===== config.mk =====
export PLATFORM = sky130hd
export DESIGN_NAME = length_prefixed_record_parser
export DESIGN_NICKNAME = d
export VERILOG_FILES = /design/src/sv/lprp_pkg.sv /design/src/sv/lprp_step.sv /design/src/sv/length_prefixed_record_parser.sv
export VERILOG_INCLUDE_DIRS = /design/src /design/src/sv
export SDC_FILE = /design/constraint.sdc
export NUM_CORES = 1
export LEC_CHECK = 0
export ABC_AREA = 1
export BUFFER_PORTS_ARGS = -buffer_cell sky130_fd_sc_hd__buf_4
export CAP_MARGIN = 30
export CORE_MARGIN = 4
export CORE_UTILIZATION = 45
export DETAILED_ROUTE_END_ITERATION = 10
export PLACE_DENSITY = 0.66
export SYNTH_ARGS = -nofsm -noshare
export SYNTH_HDL_FRONTEND = slang
export SYNTH_SLANG_ARGS = --single-unit

===== constraint.sdc =====
create_clock -name clk -period 3.74 [get_ports clk]
set_input_delay 0.374 -clock clk [delete_from_list [all_inputs] [get_ports clk]]
set_output_delay 0.374 -clock clk [all_outputs]
set_load 0.01 [all_outputs]

===== src/sv/length_prefixed_record_parser_defines.svh =====
// Assertion macros shared by the record parser RTL.
`ifndef LENGTH_PREFIXED_RECORD_PARSER_DEFINES_SVH
`define LENGTH_PREFIXED_RECORD_PARSER_DEFINES_SVH

// Same-cycle implication, sampled on clk, off while rst_n is low.
`define LPRP_ASSERT_IMP(name, ante, cons) \
    name: assert property (@(posedge clk) disable iff (!rst_n) (ante) |-> (cons)) \
        else $error("lprp assertion failed");

// Next-cycle implication, sampled on clk, off while rst_n is low.
`define LPRP_ASSERT_NEXT(name, ante, cons) \
    name: assert property (@(posedge clk) disable iff (!rst_n) (ante) |=> (cons)) \
        else $error("lprp assertion failed");

`endif


===== src/sv/lprp_pkg.sv =====
// Types, constants and helpers for the length-prefixed record parser.
`timescale 1ns / 1ps

package lprp_pkg;

    // Class of the next byte; the encoding is also the byte_class output code.
    typedef enum logic [2:0] {
        PH_HDR   = 3'd0,
        PH_DATE  = 3'd1,
        PH_COUNT = 3'd2,
        PH_FLAG  = 3'd3,
        PH_KLEN  = 3'd4,
        PH_KEY   = 3'd5,
        PH_VLEN  = 3'd6,
        PH_VAL   = 3'd7
    } phase_t;

    localparam int BYTE_W   = 8;
    localparam int NUM_W    = 64;
    localparam int REM_W    = 32;
    localparam int FIELD_W  = 31;
    localparam int POS_W    = 3;

    typedef struct packed {
        phase_t              phase;
        logic [POS_W-1:0]    byte_position;
        logic [NUM_W-1:0]    accumulator;
        logic [REM_W-1:0]    bytes_remaining;
        logic [FIELD_W-1:0]  fields_remaining;
        logic [FIELD_W-1:0]  field_index;
        logic [BYTE_W-1:0]   flag;
    } parse_state_t;

    typedef struct packed {
        logic [2:0]          byte_class;
        logic [BYTE_W-1:0]   byte_out;
        logic                number_done;
        logic [NUM_W-1:0]    number_value;
        logic [BYTE_W-1:0]   current_flag;
        logic [FIELD_W-1:0]  field_number;
        logic                end_of_key;
        logic                end_of_field;
        logic                end_of_record;
    } parse_result_t;

    // Byte count of the number in each phase, modulo 8: the 8-byte date
    // completes when the 3-bit position wraps back to zero.
    function automatic logic [POS_W-1:0] num_len(input phase_t ph);
        logic [POS_W-1:0] len;
        case (ph)
            PH_HDR:   len = 3'd1;
            PH_DATE:  len = 3'd0;
            PH_COUNT: len = 3'd4;
            PH_FLAG:  len = 3'd1;
            PH_KLEN:  len = 3'd2;
            PH_VLEN:  len = 3'd4;
            default:  len = 3'd0;
        endcase
        return len;
    endfunction

endpackage


===== src/sv/lprp_step.sv =====
// Per-byte parse step: next parser state and the result for one byte.
`timescale 1ns / 1ps

module lprp_step (
    input  lprp_pkg::parse_state_t  state,
    input  logic [7:0]              data_byte,
    output lprp_pkg::parse_state_t  state_next,
    output lprp_pkg::parse_result_t result
);
    import lprp_pkg::*;

    phase_t             ph;
    logic               is_payload;
    logic [NUM_W-1:0]   acc_shift;
    logic [POS_W-1:0]   pos_inc;
    logic               num_complete;
    logic               rem_last;
    logic               field_last;
    logic               count_empty;
    logic               key_empty;
    logic               value_empty;
    logic               key_end;
    logic               field_end;
    logic               parsing_field;

    assign ph            = state.phase;
    assign is_payload    = (ph == PH_KEY) || (ph == PH_VAL);
    assign acc_shift     = {state.accumulator[NUM_W-BYTE_W-1:0], data_byte};
    assign pos_inc       = state.byte_position + 3'd1;
    assign num_complete  = !is_payload && (pos_inc == num_len(ph));
    assign rem_last      = (state.bytes_remaining <= 32'd1);
    assign field_last    = (state.fields_remaining <= 31'd1);
    // sign bit set means zero fields
    assign count_empty   = acc_shift[31] || (acc_shift[31:0] == 32'd0);
    assign key_empty     = (acc_shift[15:0] == 16'd0);
    assign value_empty   = (acc_shift[31:0] == 32'd0);
    assign key_end       = ((ph == PH_KEY) && rem_last)
                         || (num_complete && (ph == PH_KLEN) && key_empty);
    assign field_end     = ((ph == PH_VAL) && rem_last)
                         || (num_complete && (ph == PH_VLEN) && value_empty);
    assign parsing_field = (ph >= PH_FLAG);

    // next state
    always_comb
    begin
        state_next = state;
        if (is_payload)
        begin
            if (rem_last)
            begin
                state_next.bytes_remaining = '0;
                if (ph == PH_KEY)
                begin
                    state_next.phase = PH_VLEN;
                end
            end
            else
            begin
                state_next.bytes_remaining = state.bytes_remaining - 32'd1;
            end
        end
        else
        begin
            state_next.accumulator   = acc_shift;
            state_next.byte_position = pos_inc;
            if (num_complete)
            begin
                state_next.accumulator   = '0;
                state_next.byte_position = '0;
                case (ph)
                    PH_HDR:
                    begin
                        state_next.phase = PH_DATE;
                    end
                    PH_DATE:
                    begin
                        state_next.phase = PH_COUNT;
                    end
                    PH_COUNT:
                    begin
                        if (!count_empty)
                        begin
                            state_next.fields_remaining = acc_shift[30:0];
                            state_next.field_index      = '0;
                            state_next.phase            = PH_FLAG;
                        end
                    end
                    PH_FLAG:
                    begin
                        state_next.flag  = data_byte;
                        state_next.phase = PH_KLEN;
                    end
                    PH_KLEN:
                    begin
                        if (key_empty)
                        begin
                            state_next.phase = PH_VLEN;
                        end
                        else
                        begin
                            state_next.bytes_remaining = {16'd0, acc_shift[15:0]};
                            state_next.phase           = PH_KEY;
                        end
                    end
                    PH_VLEN:
                    begin
                        if (!value_empty)
                        begin
                            state_next.bytes_remaining = acc_shift[31:0];
                            state_next.phase           = PH_VAL;
                        end
                    end
                    default:
                    begin
                        state_next.phase = ph;
                    end
                endcase
            end
        end

        // end of field: next field, or back to a field count after the last
        if (field_end)
        begin
            if (field_last)
            begin
                state_next.fields_remaining = '0;
                state_next.field_index      = '0;
                state_next.phase            = PH_COUNT;
            end
            else
            begin
                state_next.fields_remaining = state.fields_remaining - 31'd1;
                state_next.field_index      = state.field_index + 31'd1;
                state_next.phase            = PH_FLAG;
            end
        end
    end

    // result
    always_comb
    begin
        result.byte_class    = ph;
        result.byte_out      = data_byte;
        result.number_done   = num_complete;
        result.number_value  = num_complete ? acc_shift : '0;
        result.current_flag  = parsing_field ? state_next.flag : '0;
        result.field_number  = parsing_field ? state.field_index : '0;
        result.end_of_key    = key_end;
        result.end_of_field  = field_end;
        result.end_of_record = (field_end && field_last)
                             || (num_complete && (ph == PH_COUNT) && count_empty);
    end

endmodule


===== src/sv/length_prefixed_record_parser.sv =====
// Top level of the length-prefixed record parser: input stage, parse state, result stage.
`timescale 1ns / 1ps
`include "length_prefixed_record_parser_defines.svh"

// Parses a byte stream (header flag, 8-byte date, then records of
// length-prefixed fields) and returns one result per byte: its class, the
// byte itself, completed big-endian numbers, and key, field and record ends.
// Throughput is one byte per clock unless result_ready stalls the output. A byte waits in
// the input register until the step fires, which is held while the result register
// holds an untaken result; the step loads the result register and raises result_valid.
// The rate is set by the parse-state register, updated once per byte by the combinational
// step logic between the input and result registers. There is no end-of-stream detection:
// after the last field of a record the parser expects another field count.
module length_prefixed_record_parser (
    input  logic         clk,
    input  logic         rst_n,
    input  logic         data_valid,
    output logic         data_ready,
    input  logic [7:0]   data_byte,
    output logic         result_valid,
    input  logic         result_ready,
    output logic [2:0]   byte_class,
    output logic [7:0]   byte_out,
    output logic         number_done,
    output logic [63:0]  number_value,
    output logic [7:0]   current_flag,
    output logic [30:0]  field_number,
    output logic         end_of_key,
    output logic         end_of_field,
    output logic         end_of_record
);
    import lprp_pkg::*;

    logic           in_valid_reg;
    logic           in_valid_next;
    logic [7:0]     in_byte_reg;
    logic           out_valid_reg;
    logic           out_valid_next;
    parse_result_t  out_reg;
    parse_state_t   state_reg;
    parse_state_t   state_next;
    parse_result_t  step_res;
    logic           out_free;
    logic           step_fire;
    logic           data_fire;
    logic           field_next_fire;
    logic           record_end_fire;
    logic           out_key_class;
    logic           out_payload_class;

    assign out_free   = !out_valid_reg || result_ready;
    assign step_fire  = in_valid_reg && out_free;
    assign data_ready = !in_valid_reg || step_fire;
    assign data_fire  = data_valid && data_ready;

    assign in_valid_next  = data_fire ? 1'b1 : (step_fire ? 1'b0 : in_valid_reg);
    assign out_valid_next = step_fire ? 1'b1 : (result_ready ? 1'b0 : out_valid_reg);

    lprp_step u_step (
        .state      (state_reg),
        .data_byte  (in_byte_reg),
        .state_next (state_next),
        .result     (step_res)
    );

    always_ff @(posedge clk or negedge rst_n)
    begin
        if (!rst_n)
        begin
            in_valid_reg               <= 1'b0;
            out_valid_reg              <= 1'b0;
            state_reg.phase            <= PH_HDR;
            state_reg.byte_position    <= '0;
            state_reg.accumulator      <= '0;
            state_reg.bytes_remaining  <= '0;
            state_reg.fields_remaining <= '0;
            state_reg.field_index      <= '0;
            state_reg.flag             <= '0;
        end
        else
        begin
            in_valid_reg  <= in_valid_next;
            out_valid_reg <= out_valid_next;
            if (step_fire)
            begin
                state_reg <= state_next;
            end
        end
    end

    // payload registers
    always_ff @(posedge clk)
    begin
        if (data_fire)
        begin
            in_byte_reg <= data_byte;
        end
        if (step_fire)
        begin
            out_reg <= step_res;
        end
    end

    assign result_valid  = out_valid_reg;
    assign byte_class    = out_reg.byte_class;
    assign byte_out      = out_reg.byte_out;
    assign number_done   = out_reg.number_done;
    assign number_value  = out_reg.number_value;
    assign current_flag  = out_reg.current_flag;
    assign field_number  = out_reg.field_number;
    assign end_of_key    = out_reg.end_of_key;
    assign end_of_field  = out_reg.end_of_field;
    assign end_of_record = out_reg.end_of_record;

    assign field_next_fire   = step_fire && step_res.end_of_field && !step_res.end_of_record;
    assign record_end_fire   = step_fire && step_res.end_of_record;
    assign out_key_class     = (byte_class == PH_KLEN) || (byte_class == PH_KEY);
    assign out_payload_class = (byte_class == PH_KEY) || (byte_class == PH_VAL);

    `LPRP_ASSERT_NEXT(a_field_to_flag, field_next_fire, state_reg.phase == PH_FLAG)
    `LPRP_ASSERT_NEXT(a_record_to_count, record_end_fire, state_reg.phase == PH_COUNT)
    `LPRP_ASSERT_IMP(a_key_end_class, result_valid && end_of_key, out_key_class)
    `LPRP_ASSERT_IMP(a_payload_no_number, result_valid && out_payload_class, !number_done)

endmodule


# After elaboration in Yosys (flattened, before gate mapping)
# Index checks and enable logic that the tools add are counted.
# word_totals
register_bits	292
input_bits	12
out_inout_bits	120
wordCells	108
# classes
n_addsub	4
n_lt_le_gt_ge	3
eq_ne	16
mux	26
bitwise_logic	1
n_reduce_logical	39
# ops
op	n
2-to-1 mux 62 bit	4
2-to-1 mux 172 bit	1
2-to-1 mux 32 bit	4
2-to-1 mux 70 bit	1
one-hot mux 32 bit (2 select lines)	1
<= comparator 32 x 1 -> 1 bit, second input constant	1
zero test 32 bit	1
subtractor 32 x 1 -> 32 bit, second input constant	1
adder 31 x 1 -> 31 bit, second input constant	1
<= comparator 31 x 1 -> 1 bit, second input constant	1
subtractor 31 x 1 -> 31 bit, second input constant	1
2-to-1 mux 3 bit	6
one-hot mux 3 bit (6 select lines)	1
zero test 16 bit	1
equality test 3 bit, second input constant	4
logical AND 1 bit	12
AND reduction 5 bit	2
nonzero test 2 bit	5
one-hot mux 3 bit (3 select lines)	1
2-to-1 mux 8 bit	1
!= test 4 x 3 -> 1 bit, second input constant	2
nonzero test 8 bit	1
logical OR 1 bit	7
AND reduction 7 bit	1
16 further kinds	28

# Longest topological paths before layout
# Gate-level depths: netlist of run 1.
# logic_depth
word_depth	10
mapped_depth	15
depth_no_buf	14

# By module
# A second synthesis of run 1 with hierarchy kept.
# hier_totals
hier_cells	2265
hier_area_um2	16932.5
# by_module_without_submodules
mod	n_inst	cells_per_inst	area_per_inst_um2	seq_area_each_um2
length_prefixed_record_parser	1	882	10639.0	8137.8
lprp_step	1	1383	6293.5	0.0

# Worst setup path before layout of run 1
# Ideal clock, no wire load.
# synth_timing
path_kind	register to register
start	reg out_valid_reg, in the netlist result_valid
end	reg state_reg[171] in the netlist's numbering
setup_time_ps	99
arrival_ps	3910
required_time_ps	3641
setup_slack_ps	-270
path_stages_with_launch	7
period_less_slack_ps	4010
path_cell_list	dfrtp_1 > nand2_1 > nand2_1 > clkbuf_1 > inv_1 > nand4_1 > o21ai_0
# synth_between
elab_chain_cells	4
# synth_lines
item	line_no	rtl
from (decl)	length_prefixed_record_parser.sv:37	logic out_valid_reg;
from (signal assigned)	length_prefixed_record_parser.sv:83	out_valid_reg <= out_valid_next;
zero test 1 bit	length_prefixed_record_parser.sv:51	assign out_free = !out_valid_reg || result_ready;
logical OR 1 bit	length_prefixed_record_parser.sv:51	
logical AND 1 bit	length_prefixed_record_parser.sv:52	assign step_fire = in_valid_reg && out_free;
AND reduction 7 bit (no line)	n/a	
to (signal assigned)	length_prefixed_record_parser.sv:86	state_reg <= state_next;
to (decl)	length_prefixed_record_parser.sv:40	parse_state_t state_reg;
# No other way between the ends.
# A chain may end at the register's enable or synchronous reset.

# Worst setup path in the final report of run 1
# layout_timing
start	reg out_valid_reg, in the netlist result_valid
end	reg state_reg[28] in the netlist's numbering
# layout_between
elab_chain_cells	4
# layout_lines
item	line_no
zero test 1 bit	length_prefixed_record_parser.sv:51
logical OR 1 bit	length_prefixed_record_parser.sv:51
logical AND 1 bit	length_prefixed_record_parser.sv:52
AND reduction 5 bit (no line)	n/a
# No other way between the ends.

==> qor.csv, run 1 <==
metric,value,unit
status,"complete, no violations",
postCtsSetupBuffers,0,
cts.sinks,292,
cts_tree,done,
critPathCaptureType,register,
vias_per_cell,5.11,
drv_cap,0,
dp_slack,0.809,ns
min_from,data_valid,
whs_path_depth,3,
vias,11500,
detail-route-antenna-nets,0,
syn_inst,1700,
routedWlPerCell,16.3,µm
worstPathRequired,4.23,ns
slew_headroom,46.8,%
skew,0.00935,ns
crit_fanout,62,
synth_fp_nets,1718,
slew_violations,0,
final_cell_mix,"nand2_1, nor2_1, inv_1",
ir_worst_vdd,0.785,mV
worstHoldPathType,primary input to register,
grt_use_total,21.3,%
drtIter0Drc,897,
worst_slack,0.980,ns
grt_max_degree,99,
startpoint_type,register,
overflow,0,
clock.fmax,362,MHz
yosysSeqAreaShare,55.7,%
setup_violations,0,
holdPathEnd,in_valid_reg,
synth_cell_types,35,
grt_antenna_before_repair,0,
wl,36700,µm
tritoncts.num_buffers,31,
start_util,46.1,%
cts_htree_levels,1,
clockRootBuffer,clkbuf_16,
core_area,30900,µm²
power_density,712,nW/µm²
dp_hpwl,25500,µm
die-area,34600,µm²
largest_reg_flops,164,
drive_gt1_share,11.8,%
syn2layout_area_growth,17.6,%
ios,132,
synth.ff_latch_count,292,
synth.avg_cell_area,8.39,µm²
r2r_slack,0.98,ns
tightest_slew,0.797,ns
nets,1853,
fin_setup_tns,0,ns
clk_pin_slew_worst_paths,0.06,ns
cts_buffer_depth,3,
die_x,186,µm
gp_congestion,0.949,
port_buffers,131,
clock_latency,0.56,ns
drc_errors,0,
grt_pass1_wl,59700,µm
ff2ff_path_depth,7,
worst-endpoint-arrival,3.25,ns
fin_crit_sh,73.8,%
first_pass_iters,5,
seqCellArea,7940,µm²
rsz0062_at_grt,no,
r2r_end,state_reg[28],
hold_violations,0,
crit_type,register to register,
yosysWarnings,0,
reg2reg_from,result_valid,
power,11.9,mW
grt_pass1_vias,11100,
antennaDiodeCount,0,
netlist_area,14300,µm²
n_fill_cell,2892,
row_count,64,
final_common_cell,nand2_1,
leakage,8.05,nW
post-route-min-period,2.76,ns
die_h,186,µm
multiInputGateArea,5280,µm²
-- worst max-delay path, cell delays in order, from the launching register on --
cell,delay [ns]
dfrtp_1,0.37
nand2_1,0.08
nand2_1,0.46
clkinvlp_4,0.73
nand2_2,0.22
buf_4,0.58
nand2_1,0.12
nand2_1,0.10
-- layer usage --
| metal | global-route usage (%) | up-vias | wire (µm) | part of all wire, % |
|---|---|---|---|---|
| met2 | 32.6 | 365 | 16000 | 44 |
| met4 | 5.63 | 0 | 891 | 2.4 |
| met5 | 0 | - | 0 | 0 |
| met3 | 2.87 | 60 | 2190 | 6.0 |
| li1 | - | 5691 | - | - |
| met1 | 32.3 | 5401 | 17600 | 48 |
-- synth_stat cells --
cell      number  area share, %
xnor2_1       10           0.61
dfrtp_1      166             29
nand4_1       12           0.53
nor2_1       249            6.6
a21oi_4        1           0.11
a21oi_1       19           0.67
nor4_1         1          0.044
inv_2          6           0.16
nor2_2         4           0.18
clkinv_1       1          0.026
o22ai_1       58            2.5
nand3_2        2           0.14
nand3b_1       2           0.11
buf_6          4           0.32
nand2_2        3           0.13
edfxtp_1     126             27
o21ai_2        1          0.061
a21o_1         1          0.053
ha_1           6           0.53
nor3_1        25           0.88
nand3_1       95            3.3
nand4_4        1           0.15
nand2_4        1          0.079
o21ai_1        2          0.070
and2_1         2          0.088
clkbuf_1      25           0.66
buf_2         21           0.74
buf_4          4           0.21
xor2_1        61            3.7
nor2_4         3           0.24
buf_1          2          0.053
inv_1        198            5.2
nand2_1      519             14
o21bai_1       1          0.053
o21ai_0       68            2.4
-- logic make-up after synthesis --
group,share of synthesized area [%]
AO/OA/AOI/OAI,5.95
XOR/XNOR,4.36
adder cells (fa/ha/maj),0.527
buffers and inverters,7.37
flip-flops,55.7
AND/OR/NAND/NOR,26.1
-- repair_timing --
action,in CTS,in global routing
resized for setup,0,0
hold buffers,9,0
hold endpoints to repair,96,0
-- cell type report --
cell class                 count  share of cell area [%]
clock buffer                  43                    5.08
clock inverter                15                    1.08
inverter                     205                    4.61
multi-input combinational   1147                    31.5
sequential                   292                    47.4
tap                          396                    2.96
timing repair buffer         158                    7.43
-- power breakdown --
group          total, mW  leakage (nW)  switching [mW]  internal [mW]
logic               4.50          4.07            3.13           1.38
registers           4.33          3.48           0.295           4.04
clock network       3.11         0.501            1.25           1.86
total               11.9          8.05            4.67           7.27
-- stage by stage --
step	hold slack [ns]	instances	instance area [µm²]	util (%)
finish	0.0360	2256	16800	54.2
global route	0.0442	2256	16800	54.2
CTS	0.0177	2255	16700	54.1
detailed placement	0.465	2188	15600	50.5
global placement	0.464	2188	15600	50.5
floorplan	0.0784	1700	14300	-
-- worst max path at each step --
stage	from	endpoint	slack, ns	cells after the start
after floorplan	result_ready	state_reg[16]	0.29	10
after global placement	result_ready	state_reg[53]	0.92	9
after detailed placement	result_ready	state_reg[28]	0.81	9
after CTS	result_valid	state_reg[28]	0.95	7
after global routing	result_valid	state_reg[69]	0.66	7
final	result_valid	state_reg[28]	0.98	7
No activity file was read; power rests on OpenSTA's default activity.
==> run 2: changes to the inputs <==
PLACE_DENSITY = default   (was 0.66)
clock period = 2.8 ns   (was 3.74 ns; I/O delays follow)
==> qor.csv, run 2 (synthesis results as in run 1) <==
metric,value,unit,change
status,"complete, no violations",,
cts_buffer_depth,3,,unchanged
wl,37300,µm,+1.8%
antennaDiodeCount,0,,unchanged
die_x,186,µm,unchanged
cts_tree,done,,
pwr-share-seq,34.6,%,-1.7 points
post-route-min-period,2.47,ns,-0.293 ns
ios,132,,unchanged
grt_max_degree,88,,-11%
grt_pass1_wl,60600,µm,+1.4%
drv_cap,0,,unchanged
syn2layout_area_growth,19.8,%,
row_count,64,,unchanged
hold_violations,0,,unchanged
busiest_layer,met2,,
worstPathRequired,3.24,ns,-0.99 ns
timing.hold.ws,0.0509,ns,+0.0149 ns
crit_top_cell,nand2_1,,
gr-usage-met1,31.1,%,-1.2 points
vias,11300,,-1.5%
met3_usage,3.48,%,+0.61 points
n_fill_cell,2808,,-2.9%
gp_congestion,0.933,,-1.7%
rsz0062_at_grt,no,,
routedWlPerCell,16.4,µm,+1.2%
finalNonFillerCells,2269,,+0.58%
slowest_stage,edfxtp_1,,
worst-endpoint-arrival,2.91,ns,-0.34 ns
swShare,38.2,%,-0.85 points
drive_gt1_share,12.9,%,+1.1 points
utilization,55.2,%,+1.0 points
cts_htree_levels,2,,+1
setup_violations,0,,unchanged
slew_headroom,59.3,%,+13 points
startpoint_type,register,,
power_density,980,nW/µm²,+37%
critPathCaptureType,register,,
clockRootBuffer,clkbuf_16,,
largest_reg_flops,164,,unchanged
vias_per_cell,5.00,,-2.0%
final_common_cell,nand2_1,,
overflow,0,,unchanged
grt.met2_usage,34.5,%,+2.0 points
slew_violations,0,,unchanged
detail-route-antenna-nets,0,,unchanged
drc_errors,0,,unchanged
max_stage_delay,0.44,ns,-0.29 ns
tightest_slew,0.610,ns,-0.187 ns
grt_antenna_before_repair,0,,unchanged
first_pass_iters,5,,unchanged
p_int,10.3,mW,+42%
skew,0.0138,ns,+0.00447 ns
final_cell_mix,"nand2_1, nor2_1, inv_1",,
tritoncts.num_buffers,34,,+9.7%
fin_crit_sh,88.1,%,+14 points
r2r_slack,0.33,ns,-0.65 ns
place_area,15800,µm²,+1.0%
die-area,34600,µm²,unchanged
crit_fanout,17,,-73%
grt_use_total,21.9,%,+0.54 points
path_cells,nor2_1 -> nand2_1 -> nor2_1 -> nand2_1 -> nor2_1 -> nand2_2 -> o21ai_1 -> nand3_1 -> inv_2 -> nand2_1 -> nand2_1,,
grt_pass1_vias,11200,,+1.7%
crit_type,register to register,,
clk_pin_slew_worst_paths,0.06,ns,about the same
worstHoldPathType,primary input to register,,
die_h,186,µm,unchanged
port_buffers,131,,unchanged
start_util,46.1,%,unchanged
nets,1865,,+0.65%
p_sw,6.40,mW,+37%
combPwrFrac,37.3,%,-0.4 points
ir_worst_vdd,0.800,mV,+1.9%
leakage,8.20,nW,+1.9%
clock_latency,0.52,ns,-0.04 ns
place_inst,2197,,+0.41%
core_area,30900,µm²,unchanged
clock.fmax,405,MHz,+12%
dp_hpwl,25900,µm,+1.8%
stdcell_area,17100,µm²,+1.9%
clock_power_share,28.1,%,+2.1 points
drtIter0Drc,821,,-8.5%
cts.sinks,292,,unchanged
-- run 2: final timing paths --
kind                            endpoint  cells past startpoint      startpoint
setup / recovery           state_reg[34]                     11  in_byte_reg[7]
hold / removal              result_valid                      4    result_ready
setup reg to reg           state_reg[34]                     11  in_byte_reg[7]
hold reg to reg            state_reg[40]                      2   state_reg[40]
max in group asynchronous  state_reg[64]                      3           rst_n
min in group asynchronous  state_reg[77]                      2           rst_n
-- run 2: per-stage QoR --
step	TNS, ns	power [mW]	worst slack, ns
6_report	0	16.7	0.333
5_1_grt	0	17.8	0.0607
4_1_cts	0	16.9	0.287
3_5_place_dp	0	12.1	0.308
3_3_place_gp	0	12.0	0.302
2_1_floorplan	-28.48	9.97	-0.291
-- run 2: per-layer routing --
layer | part of all wire, % | wire length [µm]
met2 | 45 | 16600
met1 | 47 | 17500
met4 | 3.3 | 1230
met5 | 0 | 0
met3 | 5.3 | 1970
-- run 2: final cells by class --
cell class                      count  area, µm²  area share (%)
Inverter                          205        773            4.53
Multi-Input combinational cell   1147       5290            30.9
Sequential cell                   292       7940            46.5
Tap cell                          396        495            2.90
Clock inverter                     23        299            1.75
Clock buffer                       39        900            5.27
Timing Repair Buffer              167       1390            8.12
-- run 2: power groups by stage --
stage	clock [mW]	sequential [mW]	combinational (mW)
floorplan	0	5.93	4.03
global placement	0	5.84	6.20
detailed placement	0	5.85	6.24
CTS	4.79	5.79	6.29
global route	4.98	5.87	6.99
finish	4.70	5.79	6.24
-- run 2: what timing repair did --
| item | 4_1_cts | 5_1_grt |
|---|---|---|
| hold buffers | 10 | 0 |
| gates resized for setup | 0 | 1 |
| endpoints found under the setup margin | 0 | 53 |
| setup buffers | 0 | 0 |
| endpoints found under the hold margin | 154 | 0 |
-- run 2: worst max-delay path: cells and delay by family, from the launching register on --
kind	cells	cell delay, ns
and+or+nand+nor	9	1.36
buffers and inverters	1	0.28
AOI/OAI and AO/OA	1	0.31
DFF	1	0.44
